**src/hdl/dctq_pkg.sv**
```systemverilog
// ----------------------------------------------------------------------------
// dctq_pkg
// Shared constants, codes and the stored entry layout of the delta-clock
// timer queue.
// ----------------------------------------------------------------------------
`default_nettype none

package dctq_pkg;

  localparam int QUEUE_DEPTH = 128;
  localparam int ADDR_W      = $clog2(QUEUE_DEPTH);
  localparam int CNT_W       = $clog2(QUEUE_DEPTH + 1);

  localparam int DELAY_W  = 16;
  localparam int ID_W     = 8;
  localparam int KIND_W   = 1;
  localparam int STATUS_W = 2;
  localparam int POS_W    = 7;
  localparam int COUNT_W  = 8;

  // request payload: delay, event_id
  localparam int IN_DATA_W  = 24;
  // result payload: position, popped_id, head_delay, head_id, entry_count, pad
  localparam int OUT_DATA_W = 48;

  localparam logic [KIND_W-1:0] KIND_INSERT = 1'b0;
  localparam logic [KIND_W-1:0] KIND_POP    = 1'b1;

  localparam logic [STATUS_W-1:0] STAT_OK    = 2'd0;
  localparam logic [STATUS_W-1:0] STAT_FULL  = 2'd1;
  localparam logic [STATUS_W-1:0] STAT_EMPTY = 2'd2;

  typedef struct packed {
    logic [ID_W-1:0]    id;
    logic [DELAY_W-1:0] delay;
  } entry_t;

  localparam int ENTRY_W = $bits(entry_t);

endpackage

`default_nettype wire

```
**src/hdl/dctq_ram.sv**
```systemverilog
// ----------------------------------------------------------------------------
// dctq_ram
// Simple dual-port RAM: one write port, one read port with registered data.
// ----------------------------------------------------------------------------
`default_nettype none

module dctq_ram #(
  parameter int DATA_W = 24,
  parameter int DEPTH  = 128,
  parameter int ADDR_W = $clog2(DEPTH)
) (
  input  wire logic              clk_i,
  input  wire logic              we_i,
  input  wire logic [ADDR_W-1:0] waddr_i,
  input  wire logic [DATA_W-1:0] wdata_i,
  input  wire logic [ADDR_W-1:0] raddr_i,
  output logic      [DATA_W-1:0] rdata_o
);

  logic [DATA_W-1:0] mem_q [DEPTH];

  always_ff @(posedge clk_i) begin
    if (we_i) begin
      mem_q[waddr_i] <= wdata_i;
    end
  end

  always_ff @(posedge clk_i) begin
    rdata_o <= mem_q[raddr_i];
  end

endmodule

`default_nettype wire

```
**src/hdl/delta_clock_timer_queue.sv**
```systemverilog
// ----------------------------------------------------------------------------
// delta_clock_timer_queue
// Ordered timer list kept as relative delays in one entry RAM.
// ----------------------------------------------------------------------------
// Insert: walk the pending entries, shift the entries behind the slot up, place,
//   head read, capture.
// Pop: take entry 0, shift the rest down, head read, capture. Dropped insert or empty pop: head read and capture only.
// Next request is taken the cycle after a result is registered; a result not
//   yet taken holds the following one in capture. Reset empties the list at
//   once; the RAM itself is not cleared.
`default_nettype none

module delta_clock_timer_queue (
  input  wire logic                            clk_i,
  input  wire logic                            rst_ni,
  input  wire logic                            s_axis_tvalid,
  output logic                                 s_axis_tready,
  input  wire logic [dctq_pkg::IN_DATA_W-1:0]  s_axis_tdata,  // delay[15:0], event_id[23:16]
  input  wire logic [dctq_pkg::KIND_W-1:0]     s_axis_tuser,  // kind[0]
  output logic                                 m_axis_tvalid,
  input  wire logic                            m_axis_tready,
  // position[6:0], popped_id[14:7], head_delay[30:15], head_id[38:31],
  // entry_count[46:39], zero[47]
  output logic [dctq_pkg::OUT_DATA_W-1:0]      m_axis_tdata,
  output logic [dctq_pkg::STATUS_W-1:0]        m_axis_tuser   // status[1:0]
);

  import dctq_pkg::*;

  localparam logic [3:0] ST_IDLE   = 4'd0;
  localparam logic [3:0] ST_WALK   = 4'd1;
  localparam logic [3:0] ST_SHIFT  = 4'd2;
  localparam logic [3:0] ST_PLACE  = 4'd3;
  localparam logic [3:0] ST_POP0   = 4'd4;
  localparam logic [3:0] ST_PSHIFT = 4'd5;
  localparam logic [3:0] ST_HEAD   = 4'd6;
  localparam logic [3:0] ST_HCAP   = 4'd7;

  logic [3:0]          state_q, state_d;
  logic [CNT_W-1:0]    count_q, count_d;
  logic [CNT_W-1:0]    idx_q, idx_d;
  logic [CNT_W-1:0]    j_q, j_d;
  logic [DELAY_W-1:0]  remain_q, remain_d;
  logic [ID_W-1:0]     id_q, id_d;
  logic [STATUS_W-1:0] status_q, status_d;
  logic [ID_W-1:0]     popped_q, popped_d;

  logic                out_valid_q, out_valid_d;
  logic [STATUS_W-1:0] out_status_q, out_status_d;
  logic [POS_W-1:0]    out_pos_q, out_pos_d;
  logic [ID_W-1:0]     out_popped_q, out_popped_d;
  logic [DELAY_W-1:0]  out_hdelay_q, out_hdelay_d;
  logic [ID_W-1:0]     out_hid_q, out_hid_d;
  logic [COUNT_W-1:0]  out_count_q, out_count_d;

  logic                ram_we;
  logic [ADDR_W-1:0]   ram_waddr;
  entry_t              ram_wdata;
  logic [ADDR_W-1:0]   ram_raddr;
  logic [ENTRY_W-1:0]  ram_rdata;
  entry_t              rd_entry;

  logic                in_fire;
  logic [DELAY_W-1:0]  in_delay;
  logic [ID_W-1:0]     in_id;
  logic [KIND_W-1:0]   in_kind;

  assign in_delay = s_axis_tdata[DELAY_W-1:0];
  assign in_id    = s_axis_tdata[DELAY_W +: ID_W];
  assign in_kind  = s_axis_tuser;
  assign in_fire  = s_axis_tvalid && s_axis_tready;
  assign rd_entry = entry_t'(ram_rdata);

  dctq_ram #(
    .DATA_W (ENTRY_W),
    .DEPTH  (QUEUE_DEPTH),
    .ADDR_W (ADDR_W)
  ) u_ram (
    .clk_i   (clk_i),
    .we_i    (ram_we),
    .waddr_i (ram_waddr),
    .wdata_i (ram_wdata),
    .raddr_i (ram_raddr),
    .rdata_o (ram_rdata)
  );

  always_comb begin
    state_d      = state_q;
    count_d      = count_q;
    idx_d        = idx_q;
    j_d          = j_q;
    remain_d     = remain_q;
    id_d         = id_q;
    status_d     = status_q;
    popped_d     = popped_q;
    out_valid_d  = out_valid_q;
    out_status_d = out_status_q;
    out_pos_d    = out_pos_q;
    out_popped_d = out_popped_q;
    out_hdelay_d = out_hdelay_q;
    out_hid_d    = out_hid_q;
    out_count_d  = out_count_q;
    ram_we       = 1'b0;
    ram_waddr    = ADDR_W'(idx_q);
    ram_wdata    = rd_entry;
    ram_raddr    = '0;

    if (out_valid_q && m_axis_tready) begin
      out_valid_d = 1'b0;
    end

    case (state_q)
      ST_IDLE: begin
        if (in_fire) begin
          remain_d = in_delay;
          id_d     = in_id;
          idx_d    = '0;
          popped_d = '0;
          status_d = STAT_OK;
          if (in_kind == KIND_INSERT) begin
            if (count_q == CNT_W'(QUEUE_DEPTH)) begin
              status_d = STAT_FULL;
              state_d  = ST_HEAD;
            end else begin
              state_d = ST_WALK;
            end
          end else begin
            if (count_q == '0) begin
              status_d = STAT_EMPTY;
              state_d  = ST_HEAD;
            end else begin
              state_d = ST_POP0;
            end
          end
        end
      end
      ST_WALK: begin
        // read data holds entry idx_q; prefetch the next one while walking
        if ((idx_q < count_q) && (remain_q >= rd_entry.delay)) begin
          remain_d  = remain_q - rd_entry.delay;
          idx_d     = idx_q + CNT_W'(1);
          ram_raddr = ADDR_W'(idx_q + CNT_W'(1));
        end else begin
          ram_raddr = ADDR_W'(count_q - CNT_W'(1));
          j_d       = count_q;
          state_d   = (idx_q < count_q) ? ST_SHIFT : ST_PLACE;
        end
      end
      ST_SHIFT: begin
        // move entry j-1 to j, tail first
        ram_we    = 1'b1;
        ram_waddr = ADDR_W'(j_q);
        ram_wdata = rd_entry;
        if (j_q == idx_q + CNT_W'(1)) begin
          ram_wdata.delay = rd_entry.delay - remain_q;
          state_d         = ST_PLACE;
        end else begin
          ram_raddr = ADDR_W'(j_q - CNT_W'(2));
          j_d       = j_q - CNT_W'(1);
        end
      end
      ST_PLACE: begin
        ram_we          = 1'b1;
        ram_waddr       = ADDR_W'(idx_q);
        ram_wdata.delay = remain_q;
        ram_wdata.id    = id_q;
        count_d         = count_q + CNT_W'(1);
        state_d         = ST_HEAD;
      end
      ST_POP0: begin
        popped_d = rd_entry.id;
        count_d  = count_q - CNT_W'(1);
        if (count_q == CNT_W'(1)) begin
          state_d = ST_HEAD;
        end else begin
          ram_raddr = ADDR_W'(1);
          j_d       = '0;
          state_d   = ST_PSHIFT;
        end
      end
      ST_PSHIFT: begin
        // move entry j+1 to j, head first; count_q already holds the new count
        ram_we    = 1'b1;
        ram_waddr = ADDR_W'(j_q);
        ram_wdata = rd_entry;
        if (j_q == count_q - CNT_W'(1)) begin
          state_d = ST_HEAD;
        end else begin
          ram_raddr = ADDR_W'(j_q + CNT_W'(2));
          j_d       = j_q + CNT_W'(1);
        end
      end
      ST_HEAD: begin
        ram_raddr = '0;
        state_d   = ST_HCAP;
      end
      ST_HCAP: begin
        if (!out_valid_q || m_axis_tready) begin
          out_valid_d  = 1'b1;
          out_status_d = status_q;
          out_pos_d    = POS_W'(idx_q);
          out_popped_d = popped_q;
          out_hdelay_d = (count_q != '0) ? rd_entry.delay : '0;
          out_hid_d    = (count_q != '0) ? rd_entry.id : '0;
          out_count_d  = COUNT_W'(count_q);
          state_d      = ST_IDLE;
        end
      end
      default: begin
        state_d = ST_IDLE;
      end
    endcase
  end

  always_ff @(posedge clk_i or negedge rst_ni) begin
    if (!rst_ni) begin
      state_q     <= ST_IDLE;
      count_q     <= '0;
      out_valid_q <= 1'b0;
    end else begin
      state_q     <= state_d;
      count_q     <= count_d;
      out_valid_q <= out_valid_d;
    end
  end

  always_ff @(posedge clk_i) begin
    idx_q        <= idx_d;
    j_q          <= j_d;
    remain_q     <= remain_d;
    id_q         <= id_d;
    status_q     <= status_d;
    popped_q     <= popped_d;
    out_status_q <= out_status_d;
    out_pos_q    <= out_pos_d;
    out_popped_q <= out_popped_d;
    out_hdelay_q <= out_hdelay_d;
    out_hid_q    <= out_hid_d;
    out_count_q  <= out_count_d;
  end

  assign s_axis_tready = (state_q == ST_IDLE);
  assign m_axis_tvalid = out_valid_q;
  assign m_axis_tuser  = out_status_q;
  assign m_axis_tdata  = {1'b0, out_count_q, out_hid_q, out_hdelay_q, out_popped_q, out_pos_q};

endmodule

`default_nettype wire

```
**config.mk**
```make
export PLATFORM = sky130hd
export DESIGN_NAME = delta_clock_timer_queue
export DESIGN_NICKNAME = d
export VERILOG_FILES = /design/src/hdl/dctq_pkg.sv /design/src/hdl/dctq_ram.sv /design/src/hdl/delta_clock_timer_queue.sv
export SDC_FILE = /design/constraint.sdc
export NUM_CORES = 2
export LEC_CHECK = 0
export BUFFER_PORTS_ARGS = -buffer_cell sky130_fd_sc_hd__buf_2
export CAP_MARGIN = 30
export CELL_PAD_IN_SITES_DETAIL_PLACEMENT = 1
export CELL_PAD_IN_SITES_GLOBAL_PLACEMENT = 2
export CORE_ASPECT_RATIO = 1.1
export CORE_MARGIN = 2
export CORE_UTILIZATION = 46
export DETAILED_ROUTE_END_ITERATION = 10
export GPL_TIMING_DRIVEN = 1
export PLACE_DENSITY_LB_ADDON = 0.1
export SYNTH_ARGS = -nofsm -noshare
export SYNTH_HDL_FRONTEND = slang
export SYNTH_SLANG_ARGS = --single-unit
```
**constraint.sdc**
```tcl
create_clock -name clk_i -period 12.29 [get_ports clk_i]
set_input_delay 2.458 -clock clk_i [delete_from_list [all_inputs] [get_ports clk_i]]
set_output_delay 2.458 -clock clk_i [all_outputs]
set_load 0.01 [all_outputs]
```
# == Word level (Yosys, flattened, before mapping) ==
# Memory sizes are Yosys's and may differ from the RTL's. A register that Yosys moved wholly into a read port is not among the register bits.
# Cells that the tools add are included.
# classes
add_sub_neg,9
order_cmp,2
n_eq_ne,20
muxes,41
n_reduce_logical,20
# ops
cell,count
$mux 16,3
$mux 8,6
$pmux 24 s2,1
$pmux 8 s2,3
$pmux 16 s2,1
$pmux 4 s8,1
$pmux 8 s4,1
$sub 16x16->16,2
$mux 7,4
$pmux 7 s4,1
$add 8x1->8 const B,3
$mux 4,6
$eq 4x3->1 const B,4
$eq 8x8->1,2
$ge 16x16->1,1
$ne 2x2->1 const B,8
$sub 8x1->8 const B,2
$reduce_and 5->1,2
$mux 1,9
$eq 4x2->1 const B,2
$eq 8x1->1 const B,1
$eq 8x8->1 const B,1
$logic_not 8->1,1
$lt 8x8->1,1
17 further kinds,26
# totals
reg_bits,112
mem_bits_rw,3072
output_inout_bits,52
wordCells,108
memories,1
# memory_table
memory,words,word_bits,rd,rd_ports_with_merged_regs,write_ports,line,source
u_ram.mem_q,128,24,1,1,1,dctq_ram.sv:20,logic [DATA_W-1:0] mem_q [DEPTH];

# == Logic depth before layout (Yosys ltp) ==
# logic_depth
depth_word,5
depth_mapped,21
ltp_nobuf,16

# == By module ==
# From an unflattened synthesis, not the netlist that was laid out.
# unflattened
hier_cells,5346
area_unflattened_um2,125081.2
# modules_own_cells
module,n_inst,cells_per_inst,area_per_inst_um2,seq_area_each_um2
dctq_ram,1,4538,117381.3,92728.9
delta_clock_timer_queue,1,808,7699.9,3273.1

# == Worst setup path before layout ==
# Ideal clock, no wire load.
# synth_timing
path_kind,register -> register
startpoint,register remain_q[0]
endpoint,"memory u_ram.mem_q[0][14], data pin"
setup_ps,1197
arrival_ps,7783
required_time_ps,11093
setup_slack_ps,3311
path_stages_with_launch,16
period_less_slack_ps,8979
path_cell_list,edfxtp_1 > ha_1 > fa_1 > nor2b_1 > o21ai_0 > a21boi_0 > o21ai_0 > a21oi_1 > o21ai_0 > a21oi_1 > o21a_1 > o21a_1 > o211ai_1 > a21oi_1 > mux2_2 > o21ai_0
# synth_rtl
element,line,source
from (decl),delta_clock_timer_queue.sv:43,"logic [DELAY_W-1:0] remain_q, remain_d;"
from (signal assigned),delta_clock_timer_queue.sv:230,remain_q <= remain_d;
to (decl),dctq_ram.sv:20,

# == Worst setup path after layout ==
# layout_timing
startpoint,"register u_ram.rdata_o[2], read port of u_ram.mem_q"
endpoint,"register u_ram.rdata_o[15], read port of u_ram.mem_q"
# layout_between
elab_chain_cells,4
# layout_rtl
element,line,source
from (decl),dctq_ram.sv:17,output logic [DATA_W-1:0] rdata_o
$ge 16x16->1,delta_clock_timer_queue.sv:139,if ((idx_q < count_q) && (remain_q >= rd_entry.delay)) begin
$logic_and 1x1->1,delta_clock_timer_queue.sv:139,
$mux 7,delta_clock_timer_queue.sv:139,
$pmux 7 s4,delta_clock_timer_queue.sv:112,case (state_q)
# Every way passes these cells.
# A chain may end at the register's enable or synchronous reset.

==> results.cfg <==
[worst_setup_path]
startpoint_type = flop
cp-end-kind = flop
critPathMaxFanout = 78
cpPeakStageDelay_ns = 0.79
crit_family = compound AO/OA/AOI/OAI gates
path_common_cell = nand3_1
rrSetupSlack_ns = 4.57
path_class = reg2reg
worstPathCellList = ha_1 -> nor2b_1 -> o31a_1 -> o221ai_1 -> nand3b_1 -> nand3_1 -> nand3_1 -> nand3_4 -> buf_12 -> buf_4 -> nand2_1 -> and3_1 -> a311oi_1 -> a31oi_1 -> o2111ai_1 -> o2111a_1
timing.rr.start = u_ram.rdata_o[2]
cp_data_required_time_ns = 13.01
ff2ff_path_depth = 16
cp.arrival_ns = 8.45
timing.critical_path.buf_inv = 2
crit_slowest_cell = o2111ai_1
r2r_end = u_ram.rdata_o[15]

[synth]
ys_seq_area_frac = 0.745
async_flop_share = 0.00374
postSynthRegisterBits = 3207
yosys_warnings = 0
ys.flop_type = edfxtp_1
syn-num-nets = 9387
syn_area_per_cell_um2 = 13.8
synthCells = 9305
synth_edf_count = 3171
synth_cell_type_count = 94
syn-cell-area_mm2 = 0.129

[finish]
area_delta_synth_final_pct = 13.2
stdcell_area_mm2 = 0.146
fillCellCount = 26963
drive_gt1_frac = 0.120
final_net_count = 9614

[detailed_routing]
wl_per_cell_um = 37.2
vias = 86790
antenna_left = 0
drc = 0
routed_wl_um = 502000
firstDrtPassIters = 6
viasPerCell = 6.43
drtIter0Drc = 11150

[global_routing]
grt_pass1_vias = 85830
grt_pass1_wl_um = 690000
grt_max_degree = 147
grt_antenna_before_repair = 39
grt_usage = 0.346
overflow = 0

[timing]
grt_setup_unrepaired = no
relSlewSlack = 0.225
finalSetupViolations = 0
fmax_mhz = 129
fin_setup_tns_ns = 0
skew_ns = 0.0628
hold_violations = 0
min_period_ns = 7.72
finalCritPeriodShare = 0.628
timing.hold.ws_ns = 0.419
worst_pin_slew_ns = 1.16
slew_viol_final = 0

[floorplan]
die_w_um = 509
dieArea_mm2 = 0.284
coreArea_mm2 = 0.278
die_h_um = 559
initial_core_util = 0.463
io_pins = 81
rows = 203

[clocking]
cts_hold_buffers = 0
cts_sinks = 3207
cts_buffers = 343
htreeDepth = 5
clkLatencyLatePin_ns = 0.92
clockBufferDepth = 4
cts_tree = done
cts-resized-gates = 0
cts.reportedPaths.clkPinSlew_ns = 0.06
post-cts-setup-buffers = 0
cts_root_buf = clkbuf_16

[min_path]
whs_endpoint = out_popped_q[2]
min_path_type = reg2reg
worstHoldPathCells = 0
worstHoldStart = popped_q[2]

[placed_design]
gp_congestion = 0.903
detailed_place.area_mm2 = 0.135
portBuffers = 79
dp_hpwl_um = 291000

[outcome]
status = complete, no violations

[pwr]
ir_worst_vdd_v = 0.000131
p_leak_nw = 41.0
power_density_mw_per_mm2 = 148

[job]
drv_cap = 0
[synth_stat cells (16+ instances only)]
cell,n,share of area
a211oi_1,40,0.0023
a21o_1,17,0.00099
a21oi_1,353,0.014
a221o_1,16,0.0012
a221oi_1,71,0.0048
a22oi_1,40,0.0023
a311oi_1,48,0.0033
a31oi_1,184,0.0089
a32oi_1,57,0.0039
and3_1,84,0.0041
buf_1,74,0.0022
buf_2,221,0.0086
buf_4,77,0.0045
clkbuf_1,187,0.0054
dfxtp_1,24,0.0037
edfxtp_1,3171,0.74
ha_1,50,0.0049
inv_1,64,0.0019
mux2i_1,360,0.028
mux4_2,23,0.0040
nand2_1,2271,0.066
nand2b_1,18,0.00087
nand3_1,796,0.031
nand3b_1,17,0.00099
nand4_1,110,0.0053
nor2_1,255,0.0074
nor2b_1,20,0.00097
nor3_1,37,0.0014
nor4_1,40,0.0019
o2111ai_1,24,0.0016
o211ai_1,16,0.00093
o21ai_0,154,0.0060
o221ai_1,35,0.0024
o22ai_1,66,0.0032
o31ai_1,23,0.0013
xnor2_1,33,0.0022
[how the worst max path moves through the flow]
| stage | start | endpoint | depth (start not counted) |
|---|---|---|---|
| 4_1_cts | u_ram.rdata_o[2] | u_ram.rdata_o[3] | 18 |
| 3_3_place_gp | u_ram.rdata_o[2] | u_ram.rdata_o[4] | 17 |
| 6_report | u_ram.rdata_o[2] | u_ram.rdata_o[15] | 16 |
| 3_5_place_dp | u_ram.rdata_o[2] | u_ram.rdata_o[3] | 18 |
| 5_1_grt | u_ram.rdata_o[2] | u_ram.rdata_o[5] | 20 |
| 2_1_floorplan | remain_q[0] | u_ram.mem_q[0][14] | 15 |
[kinds of logic after synthesis]
family,count (synthesis),share of synthesized area
buffers and inverters,642,0.0242
DFF,3207,0.745
other,1,0.0000291
AOI/OAI and AO/OA,1256,0.0652
adders and majority gates,53,0.00532
muxes,388,0.0326
and+or+nand+nor,3707,0.124
xor gates and xnor gates,51,0.00381
[power by group]
part,switching [W],total (W),internal [W]
clock,0.00433,0.00979,0.00546
combinational,0.00000499,0.00000930,0.00000429
sequential,0.00000000000000000000891,0.0118,0.0118
total,0.00434,0.0216,0.0173
[layout by cell type (no fill, tap or decap), drive strengths merged, types with 40 or more instances in the layout]
cell type / n
edfxtp: 3171
nand2: 2271
nand3: 796
buf: 459
clkbuf: 441
mux2i: 360
a21oi: 356
nor2: 257
a31oi: 184
o21ai: 159
clkinv: 138
nand4: 110
and3: 84
inv: 74
a221oi: 73
o22ai: 66
a32oi: 57
ha: 50
a311oi: 48
a22oi: 41
nor3: 41
a211oi: 40
nor4: 40
[area by class of cell]
cell class,instances,area [µm²],area share
clock inverters,160,1130,0.00774
inverters,65,244,0.00167
flip-flops and latches,3207,96000,0.659
repair buffers,459,3740,0.0257
multi-input cells,5456,30800,0.212
well taps,3690,4620,0.0317
clock buffers,441,9120,0.0626
diodes,21,52.6,0.000361
[metrics by stage]
step | util | power, W | std cells | setup WS (ns)
floorplan | - | 0.0121 | 9305 | 3.31
CTS | 0.523 | 0.0217 | 13468 | 4.55
global route | 0.523 | 0.0221 | 13487 | 4.46
global placement | 0.485 | 0.0121 | 12843 | 3.35
detailed placement | 0.486 | 0.0121 | 12867 | 4.61
finish | 0.524 | 0.0216 | 13499 | 4.57
[worst reg2reg max path: stages, from the launching register on]
cell and delay [ns]:
dfxtp_1 0.73, ha_1 0.44, nor2b_1 0.19, o31a_1 0.29, o221ai_1 0.38, nand3b_1 0.31
nand3_1 0.22, nand3_1 0.71, nand3_4 0.69, buf_12 0.46, buf_4 0.84, nand2_1 0.24
and3_1 0.21, a311oi_1 0.26, a31oi_1 0.15, o2111ai_1 0.79, o2111a_1 0.63
[flip-flops by register name, summed over array words and instances, names as in the netlist]
name and count:
u_ram.mem_q 3072, u_ram.rdata_o 24, out_hdelay_q 16, remain_q 16
count_q 8, id_q 8, idx_q 8, j_q 8
out_count_q 8, out_hid_q 8, out_popped_q 8, popped_q 8
out_pos_q 7, state_q 3, m_axis_tuser 2, status_q 2
m_axis_tvalid 1
[layer usage]
layer	GRT usage	share of wire
met2	0.541	0.46
met5	0	0.00032
met3	0.0639	0.089
met4	0.167	0.056
met1	0.468	0.39
No activity file was read; power rests on OpenSTA's default activity.
